===== src/design/mfrsc_pkg.sv =====
package mfrsc_pkg;

	localparam int MAX_FRAME_WORDS_DEF = 64;

	localparam int SEQ_W   = 16;
	localparam int CNT_W   = 32;
	localparam int STAT_W  = 3;
	localparam int IN_W    = 16;
	localparam int OUT_W   = 120;

	localparam logic [7:0] END_BYTE = 8'hFF;

	localparam logic [STAT_W-1:0] ST_GOOD      = 3'd0;
	localparam logic [STAT_W-1:0] ST_DROP      = 3'd1;
	localparam logic [STAT_W-1:0] ST_OVF       = 3'd2;
	localparam logic [STAT_W-1:0] ST_DATA_FOOT = 3'd3;
	localparam logic [STAT_W-1:0] ST_DROP_FOOT = 3'd4;
	localparam logic [STAT_W-1:0] ST_OVF_FOOT  = 3'd5;

endpackage


===== src/design/marked_frame_receiver_seq_check.sv =====
// A closing word's result is registered and shown in the cycle after its transfer.
// Throughput: one word per cycle; single registered pass over frame state,
// sequence check and counters, gated only by a stalled result register.
// A word that does not close a frame produces no result.
// Reset (arst_n low, asynchronous): idle, no frame open, captured bytes,
// last sequence and all totals cleared to zero, no result pending.
module marked_frame_receiver_seq_check
	import mfrsc_pkg::*;
#(
	parameter int MAX_FRAME_WORDS = MAX_FRAME_WORDS_DEF
) (
	input  logic             clk,
	input  logic             arst_n,
	input  logic             s_tvalid,
	output logic             s_tready,
	input  logic [IN_W-1:0]  s_tdata,   // frame_valid, data_byte, zero pad
	input  logic             s_tuser,   // marker_bit
	output logic             m_tvalid,
	input  logic             m_tready,
	output logic [OUT_W-1:0] m_tdata    // frame_status, sequence_number, gap_seen,
	                                    // error_total, miss_total, good_total, zero pad
);

	localparam int IDX_W = $clog2(MAX_FRAME_WORDS + 1);
	localparam logic [IDX_W-1:0] IDX_MAX = IDX_W'(MAX_FRAME_WORDS);

	logic             in_frame_q;
	logic [IDX_W-1:0] idx_q;
	logic             foot_q;
	logic [7:0]       lo_q;
	logic [7:0]       hi_q;
	logic [SEQ_W-1:0] last_q;
	logic [CNT_W-1:0] err_q;
	logic [CNT_W-1:0] miss_q;
	logic [CNT_W-1:0] good_q;
	logic             out_valid_q;
	logic [STAT_W-1:0] status_q;
	logic             gap_q;

	logic             valid_in;
	logic             marker_in;
	logic [7:0]       byte_in;
	logic             accept;

	logic             in_frame_n;
	logic [IDX_W-1:0] idx_n;
	logic             foot_n;
	logic [7:0]       lo_n;
	logic [7:0]       hi_n;
	logic [IDX_W-1:0] cur_idx;
	logic             cur_foot;
	logic             closing;
	logic [STAT_W-1:0] status_n;
	logic             ovf;
	logic [SEQ_W-1:0] seq_n;
	logic             gap_n;
	logic [SEQ_W:0]   miss_add;

	assign valid_in  = s_tdata[0];
	assign byte_in   = s_tdata[8:1];
	assign marker_in = s_tuser;

	assign s_tready = !out_valid_q || m_tready;
	assign accept   = s_tvalid && s_tready;

	always_comb begin
		in_frame_n = in_frame_q;
		idx_n      = idx_q;
		foot_n     = foot_q;
		lo_n       = lo_q;
		hi_n       = hi_q;
		cur_idx    = idx_q;
		cur_foot   = foot_q;
		closing    = 1'b0;
		status_n   = ST_GOOD;
		ovf        = in_frame_q && (idx_q >= IDX_MAX);
		if (ovf) begin
			closing    = 1'b1;
			status_n   = foot_q ? ST_OVF_FOOT : ST_OVF;
			in_frame_n = 1'b0;
		end
		if ((in_frame_q && !ovf) || valid_in) begin
			if (ovf || !in_frame_q) begin
				in_frame_n = 1'b1;
				cur_idx    = '0;
				cur_foot   = 1'b0;
				idx_n      = '0;
				foot_n     = 1'b0;
			end
			if (cur_idx == IDX_W'(1)) begin
				lo_n = byte_in;
			end else if (cur_idx == IDX_W'(2)) begin
				hi_n = byte_in;
			end
			if (!valid_in) begin
				closing    = 1'b1;
				status_n   = cur_foot ? ST_DROP_FOOT : ST_DROP;
				in_frame_n = 1'b0;
			end else if (cur_foot) begin
				if (!marker_in) begin
					closing    = 1'b1;
					status_n   = ST_DATA_FOOT;
					in_frame_n = 1'b0;
				end else if (byte_in == END_BYTE) begin
					closing    = 1'b1;
					status_n   = ST_GOOD;
					in_frame_n = 1'b0;
				end else begin
					idx_n = cur_idx + IDX_W'(1);
				end
			end else begin
				foot_n = marker_in;
				idx_n  = cur_idx + IDX_W'(1);
			end
		end
	end

	assign seq_n = {hi_n, lo_n};
	assign gap_n = (status_n == ST_GOOD) && (seq_n != last_q + SEQ_W'(1));

	always_comb begin
		if (seq_n > last_q) begin
			miss_add = {1'b0, seq_n} - {1'b0, last_q} + (SEQ_W+1)'(1);
		end else begin
			miss_add = {1'b0, seq_n} + {1'b1, {SEQ_W{1'b0}}} - {1'b0, last_q};
		end
	end

	always_ff @(posedge clk or negedge arst_n) begin
		if (!arst_n) begin
			in_frame_q  <= 1'b0;
			idx_q       <= '0;
			foot_q      <= 1'b0;
			lo_q        <= '0;
			hi_q        <= '0;
			last_q      <= '0;
			err_q       <= '0;
			miss_q      <= '0;
			good_q      <= '0;
			out_valid_q <= 1'b0;
			status_q    <= ST_GOOD;
			gap_q       <= 1'b0;
		end else begin
			if (accept && closing) begin
				out_valid_q <= 1'b1;
			end else if (m_tready) begin
				out_valid_q <= 1'b0;
			end
			if (accept) begin
				in_frame_q <= in_frame_n;
				idx_q      <= idx_n;
				foot_q     <= foot_n;
				lo_q       <= lo_n;
				hi_q       <= hi_n;
				if (closing) begin
					status_q    <= status_n;
					gap_q       <= gap_n;
					last_q      <= seq_n;
					if (status_n != ST_GOOD) begin
						err_q <= err_q + CNT_W'(1);
					end else if (gap_n) begin
						miss_q <= miss_q + CNT_W'(miss_add);
					end else begin
						good_q <= good_q + CNT_W'(1);
					end
				end
			end
		end
	end

	// totals and sequence only change when a result is loaded
	assign m_tvalid = out_valid_q;
	assign m_tdata  = {4'b0, good_q, miss_q, err_q, gap_q, last_q, status_q};

	a_stall_blocks: assert property (@(posedge clk) disable iff (!arst_n)
		(m_tvalid && !m_tready) |-> !s_tready)
		else $error("input taken while result stalled");

	a_gap_good_only: assert property (@(posedge clk) disable iff (!arst_n)
		(m_tvalid && gap_q) |-> (status_q == ST_GOOD))
		else $error("gap flagged on error frame");

	a_err_count: assert property (@(posedge clk) disable iff (!arst_n)
		(accept && closing && status_n != ST_GOOD) |=> (err_q == $past(err_q) + CNT_W'(1)))
		else $error("error total not advanced");

	a_idx_bound: assert property (@(posedge clk) disable iff (!arst_n)
		in_frame_q |-> (idx_q <= IDX_MAX))
		else $error("word index past frame limit");

endmodule


===== config.mk =====
export PLATFORM = sky130hd
export DESIGN_NAME = marked_frame_receiver_seq_check
export DESIGN_NICKNAME = d
export VERILOG_FILES = /design/src/design/mfrsc_pkg.sv /design/src/design/marked_frame_receiver_seq_check.sv
export SDC_FILE = /design/constraint.sdc
export NUM_CORES = 1
export LEC_CHECK = 0
export ABC_AREA = 1
export BUFFER_PORTS_ARGS = -buffer_cell sky130_fd_sc_hd__buf_2
export CORE_ASPECT_RATIO = 0.9
export CORE_UTILIZATION = 50
export CTS_BUF_LIST = sky130_fd_sc_hd__clkbuf_8
export CTS_CLUSTER_SIZE = 28
export DETAILED_ROUTE_END_ITERATION = 10
export GPL_TIMING_DRIVEN = 0
export PLACE_DENSITY = 0.7
export SETUP_SLACK_MARGIN = 0.4
export SLEW_MARGIN = 10
export SYNTH_ARGS = -nofsm -noshare
export SYNTH_HDL_FRONTEND = slang
export SYNTH_SLANG_ARGS = --single-unit

===== constraint.sdc =====
create_clock -name clk -period 10.46 [get_ports clk]
set_input_delay 0 -clock clk [delete_from_list [all_inputs] [get_ports clk]]
set_output_delay 0 -clock clk [all_outputs]
set_load 0.05 [all_outputs]

# After elaboration in Yosys (flattened, before gate mapping)
# Index checks and enable logic that the tools add are counted.
[word_totals]
regBits = 142
in_bits = 21
output_inout_bits = 122
elab_cells = 87
[op_classes]
n_addsub = 9
magnitude_cmp = 2
eq_ne = 4
mux = 39
n_bitwise = 2
n_reduce_logical = 19
[ops]
columns = ["operator", "count"]
rows = [
  ["$add 32x1->32 const B", 2],
  ["$mux 7", 6],
  ["$mux 8", 5],
  ["$add 32x17->32", 1],
  ["$mux 3", 8],
  ["$mux 1", 19],
  ["$add 16x17->17 const B", 1],
  ["$add 17x1->17 const B", 1],
  ["$mux 17", 1],
  ["$sub 16x16->17", 1],
  ["$sub 17x16->17", 1],
  ["$add 16x1->16 const B", 1],
  ["$gt 16x16->1", 1],
  ["$ne 16x16->1", 1],
  ["$eq 8x8->1 const B", 1],
  ["$reduce_and 4->1", 2],
  ["$add 7x1->7 const B", 1],
  ["$eq 7x1->1 const B", 1],
  ["$eq 7x2->1 const B", 1],
  ["$ge 7x7->1 const B", 1],
  ["$logic_and 1x1->1", 5],
  ["$reduce_and 2->1", 2],
  ["$logic_not 1->1", 3],
  ["$logic_not 3->1", 1],
  ["other kinds (5)", 8],
]

# Logic depth before layout (Yosys ltp)
[depth]
ltp_word = 14
depth_mapped = 39
ltp_nobuf = 38

# Worst setup path after synthesis
# Ideal clock, no wire load.
[synth_timing]
path_kind = "flip-flop to flip-flop"
startpoint = "register in_frame_q"
endpoint = "register miss_q[22]"
setup_time_ns = 0.118
arrival_time_ns = 5.241
required_time_ns = 10.342
slack_ns = 5.101
stages_incl_launch_ff = 33
path_buffers = 1
synth_period_minus_slack_ns = 5.359
path_cell_list = "dfrtp_1 -> inv_2 -> nor2_2 -> nand2_1 -> ha_1 -> inv_1 -> nand2_1 -> nor2_2 -> buf_4 -> nand3_1 -> nand2_1 -> inv_1 -> ha_1 -> nand2_1 -> nor2_1 -> nand2_1 -> or4_1 -> nand2_1 -> inv_1 -> or2_2 -> o21ai_0 -> inv_1 -> fa_1 -> o21ai_0 -> inv_1 -> nor2_1 -> nor2_1 -> o21ai_0 -> a21oi_1 -> o21ai_0 -> nand2_1 -> nand3_1 -> nand2_1"
[synth_via]
elab_chain_len = 12
elab_cells_between_ends = 43
cone_classes = "add/sub (5); order compare (1); eq/ne (3); mux (23); bitwise (1); reduce/logical (10)"
[synth_rtl]
columns = ["element", "line", "rtl"]
rows = [
  ["from (decl)", "marked_frame_receiver_seq_check.sv:27", "logic in_frame_q;"],
  ["from (signal assigned)", "marked_frame_receiver_seq_check.sv:150", "in_frame_q <= in_frame_n;"],
  ["$logic_and 1x1->1 or $logic_not 1->1 (tied branches)", "marked_frame_receiver_seq_check.sv:76, marked_frame_receiver_seq_check.sv:83", ""],
  ["$logic_or 1x1->1", "marked_frame_receiver_seq_check.sv:83", "if (ovf || !in_frame_q) begin"],
  ["$mux 7", "marked_frame_receiver_seq_check.sv:83", ""],
  ["$mux 7", "marked_frame_receiver_seq_check.sv:82", "if ((in_frame_q && !ovf) || valid_in) begin"],
  ["$eq 7x2->1", "marked_frame_receiver_seq_check.sv:92", "end else if (cur_idx == IDX_W'(2)) begin"],
  ["$mux 8", "marked_frame_receiver_seq_check.sv:92", ""],
  ["$mux 8", "marked_frame_receiver_seq_check.sv:90", "if (cur_idx == IDX_W'(1)) begin"],
  ["$mux 8 (*)", "marked_frame_receiver_seq_check.sv:82", ""],
  ["via hi_n[0]", "marked_frame_receiver_seq_check.sv:49", "logic [7:0] hi_n;"],
  ["$add 16x17->17 or $sub 16x16->17 (tied branches)", "marked_frame_receiver_seq_check.sv:125, marked_frame_receiver_seq_check.sv:123", ""],
  ["$sub 17x16->17 or $add 17x1->17 (tied branches)", "marked_frame_receiver_seq_check.sv:125, marked_frame_receiver_seq_check.sv:123", ""],
  ["$mux 17", "marked_frame_receiver_seq_check.sv:122", "if (seq_n > last_q) begin"],
  ["$add 32x17->32", "marked_frame_receiver_seq_check.sv:162", "miss_q <= miss_q + CNT_W'(miss_add);"],
  ["to (signal assigned)", "marked_frame_receiver_seq_check.sv:162", ""],
  ["to (decl)", "marked_frame_receiver_seq_check.sv:34", "logic [CNT_W-1:0] miss_q;"],
]
# The timed path passes the listed nets; every way through them passes the cells marked *. The select of a mux whose other input is x is not followed.
# A chain may end at the register's enable or synchronous reset.

# Worst setup path in the final report
[layout_timing]
startpoint = "register in_frame_q"
endpoint = "register miss_q[22]"
[layout_via]
elab_chain_len = 12
elab_cells_between_ends = 43
cone_classes = "add/sub (5); order compare (1); eq/ne (3); mux (23); bitwise (1); reduce/logical (10)"
[layout_rtl]
columns = ["element", "line"]
rows = [
  ["$logic_and 1x1->1 or $logic_not 1->1 (tied branches)", "marked_frame_receiver_seq_check.sv:76, marked_frame_receiver_seq_check.sv:83"],
  ["$logic_or 1x1->1", "marked_frame_receiver_seq_check.sv:83"],
  ["$mux 7", "marked_frame_receiver_seq_check.sv:83"],
  ["$mux 7", "marked_frame_receiver_seq_check.sv:82"],
  ["$eq 7x2->1", "marked_frame_receiver_seq_check.sv:92"],
  ["$mux 8", "marked_frame_receiver_seq_check.sv:92"],
  ["$mux 8", "marked_frame_receiver_seq_check.sv:90"],
  ["$mux 8", "marked_frame_receiver_seq_check.sv:82"],
  ["$add 16x17->17 or $sub 16x16->17 (tied branches)", "marked_frame_receiver_seq_check.sv:125, marked_frame_receiver_seq_check.sv:123"],
  ["$sub 17x16->17 or $add 17x1->17 (tied branches)", "marked_frame_receiver_seq_check.sv:125, marked_frame_receiver_seq_check.sv:123"],
  ["$mux 17", "marked_frame_receiver_seq_check.sv:122"],
  ["$add 32x17->32", "marked_frame_receiver_seq_check.sv:162"],
]
# Parallel ways exist; a longest one is shown, timed or not. The select of a mux whose other input is x is not followed.

==> implementation parameters <==
Parameter                              Value

Drt
  Metal-1 WL    about 16 mm
  Vias/cell    between 5 and 6
  DRT Pass-1 Iters    6
  Overall routed net length    33.1 mm
  First-iteration detailed-routing DRC count    841
  Routed length on met3    around 2.1 mm
  Length of routed met2 wiring    around 15 mm
  Uppermost metal layer occupied by signal nets    met4
  Number of remaining DRC errors    0
  Vias    between 10,000 and 15,000
  Wire length per cell    around 15 um
  Remaining antenna violation count    0

Floorplan
  Die width    between 150 and 200 um
  Full die area    0.0238 sq mm
  Die outline height    around 150 um
  Site row count    52
  I/O pin cnt    between 100 and 150
  Placeable core region    approximately 0.023 sq mm
  Starting utilization of the core area    roughly half

Job
  Number of max-cap violations    0

Timing
  Final critical path time including I/O delays and setup    around 7.5 ns
  Setup tns final    0 ns
  Max Transition Viols Final    0
  FMAX    between 0.1 and 0.15 GHz
  Number of failing hold endpoints at the final stage    0
  Actual slew at the worst max-slew pin    around 0.7 ns
  Worst slew slack as a fraction of its limit    about half
  Worst-case clock skew    about 0.019 ns
  RSZ-0062 raised after global routing    no
  Final clock period utilization by the worst path    between 70% and 80%
  # setup viols final    0

Cells and area
  Growth of design area from synthesis to finish    13.4%
  Antenna fix cells    0
  Area taken by flip-flops and latches    0.00355 sq mm
  Filler cell count    around 2,300
  Final std cells w/o fill    approximately 2,200
  Design area    between 0.01 and 0.015 sq mm
  Number of nets in the layout    between 1,500 and 2,000
  Highest-count cells in the layout ignoring fill and taps    553 x sky130_fd_sc_hd__nand2_1, 203 x sky130_fd_sc_hd__inv_1, 146 x sky130_fd_sc_hd__nand3_1
  Most common library cell in the layout ignoring fill and taps    sky130_fd_sc_hd__nand2_1
  Final Core Density    between 50% and 60%
  Proportion of layout cells with a drive suffix above 1    between 10 and 15%
  Area taken by multi-input logic gates    0.00703 sq mm

Placed design
  Instance area after placement    around 0.013 sq mm
  Count of input and output buffers    131
  Placer Congestion    between 0.9 and 1
  Placed wire-length estimate    between 20 and 30 mm
  Cell total after placement    between 2,000 and 2,500

Critical path
  CP max FO    10
  Setup crit end kind    flip-flop
  Data arrival time of the worst path    7.83 ns
  Worst path slowest cell    sky130_fd_sc_hd__o21ai_0
  CP max stage delay    around 0.54 ns
  Required time of the critical path    ~11 ns
  Sort of element at the start of the critical path    flip-flop
  Type of the setup path with the least slack    reg -> reg

Yosys
  Synthesized area per cell    about 6.8 sq um
  Cell area after synthesis    around 0.012 sq mm
  Fraction of the yosys area taken by sequential cells    30.7%
  Number of synthesized register bits    approximately 140
  Number of flops mapped to enable cells by yosys    0
  Fraction of registers with async set/reset    100%
  Number of unique standard cell types used by synthesis    44
  Mapped Cells    around 1,700
  Most used flip-flop cell after synthesis    sky130_fd_sc_hd__dfrtp_1
  Warning count from the yosys run    0

Clocking
  Clock-pin slew on the worst setup and hold paths    0.09 ns
  Quantity of gates resized following cts    0
  Clock Sink Count    142
  Total clock buffers created by CTS    17
  Number of H-tree levels    4
  Clock latency on the worst-skew pair    between 0.4 and 0.5 ns
  Clock buffer depth    2
  Clock tree from TritonCTS    yes
  Buffer cell driving the clock tree root    sky130_fd_sc_hd__clkbuf_8

Global routing
  Global-route wire length before repair    between 50 and 60 mm
  Overall overflow remaining after global route    0
  Global routing usage summed across all routing layers    28.9%
  Antenna violations before repair    0
  Number of global-route vias before repair    approximately 11,000
  Largest net degree at the start of global routing    85

Min path
  Class of the most critical hold timing path    in -> async

Outcome
  Run status    complete, no violations
==> metrics by stage <==
step	setup slack (ns)	hold slack (ns)
final	2.98	0.0388
after global routing	2.34	0.0907
after CTS	3.08	0.0478
after detailed placement	3.13	-0.0344
after global placement	3.13	0.284
after floorplan	5.10	-0.296
==> metal layers <==
| metal | up-vias | GRT usage (%) |
|---|---|---|
| li1 | 5830 | - |
| met1 | 5406 | 41.6 |
| met2 | 405 | 45.0 |
| met3 | 48 | 3.95 |
| met4 | 0 | 8.49 |
| met5 | - | 0 |
==> state kept, by name (all words and copies together), names as in the netlist <==
signal      flops
idx_q           7
gap_q           1
last_q         16
lo_q            8
m_tvalid        1
good_q         32
status_q        3
miss_q         32
err_q          32
hi_q            8
foot_q          1
in_frame_q      1
==> synth_stat cells, drive strengths merged (4+ instances only) <==
| library cell | count | area (sq um) |
|---|---|---|
| a31oi | 4 | 25.0 |
| nand2 | 554 | 2090 |
| inv | 206 | 773 |
| a21oi | 49 | 245 |
| fa | 16 | 320 |
| nor3 | 47 | 235 |
| nor4 | 12 | 75.1 |
| nand3b | 5 | 37.5 |
| clkbuf | 16 | 60.1 |
| dfrtp | 142 | 3550 |
| xor2 | 63 | 552 |
| nand4 | 37 | 231 |
| a21o | 4 | 30.0 |
| nor2 | 138 | 568 |
| buf | 27 | 185 |
| ha | 59 | 738 |
| xnor2 | 38 | 333 |
| nand3 | 146 | 731 |
| o21ai | 118 | 594 |
==> what timing repair did <==
| item | in CTS | in global routing |
|---|---|---|
| hold buffers | 7 | 0 |
| setup endpoints to repair | 0 | 0 |
| hold endpoints to repair | 149 | 0 |
| buffers inserted | 0 | 0 |
==> logic make-up after synthesis <==
family,share of synthesized area (%)
AND/OR/NAND/NOR,34.8
buffers and inverters,8.79
multiplexers,0.0864
AO/OA/AOI/OAI,8.89
adder cells (fa/ha/maj),9.14
flip-flops,30.7
XOR/XNOR,7.64
other,0.0324
==> worst max-delay path, delay by kind of cell (launching register included) <==
family,cells,cell delay (ns)
AO/OA/AOI/OAI,9,2.66
adder cells (fa/ha/maj),5,1.47
buffers and inverters,8,1.07
flip-flops,1,0.45
AND/OR/NAND/NOR,13,1.73
==> path summary, 6_finish.rpt <==
kind	startpoint	to	slack, ns	cells after the start
worst max-delay path	in_frame_q$_DFFE_PN0P_	miss_q[22]$_DFFE_PN0P_	2.98	35
worst min register to register	status_q[1]$_DFFE_PN0P_	status_q[1]$_DFFE_PN0P_	0.47	2
worst max register to register	in_frame_q$_DFFE_PN0P_	miss_q[22]$_DFFE_PN0P_	2.98	35
worst min-delay path	arst_n	hi_q[3]$_DFFE_PN0P_	0.04	2
max in group asynchronous	arst_n	good_q[4]$_DFFE_PN0P_	9.62	3
min in group clk	s_tdata[7]	hi_q[6]$_DFFE_PN0P_	0.08	5
==> final cells by class <==
| class | count | share of cell area, % |
|---|---|---|
| Timing Repair Buffer | 139 | 5.81 |
| Tap cell | 297 | 2.83 |
| Clock inverter | 13 | 1.13 |
| Clock buffer | 19 | 1.99 |
| Multi-Input combinational cell | 1322 | 53.5 |
| Inverter | 206 | 5.88 |
| Sequential cell | 142 | 27.0 |
| Buffer | 43 | 1.87 |
Power is not shown: default switching activity piles up to over one toggle a cycle in this logic, so the estimate is an artifact.
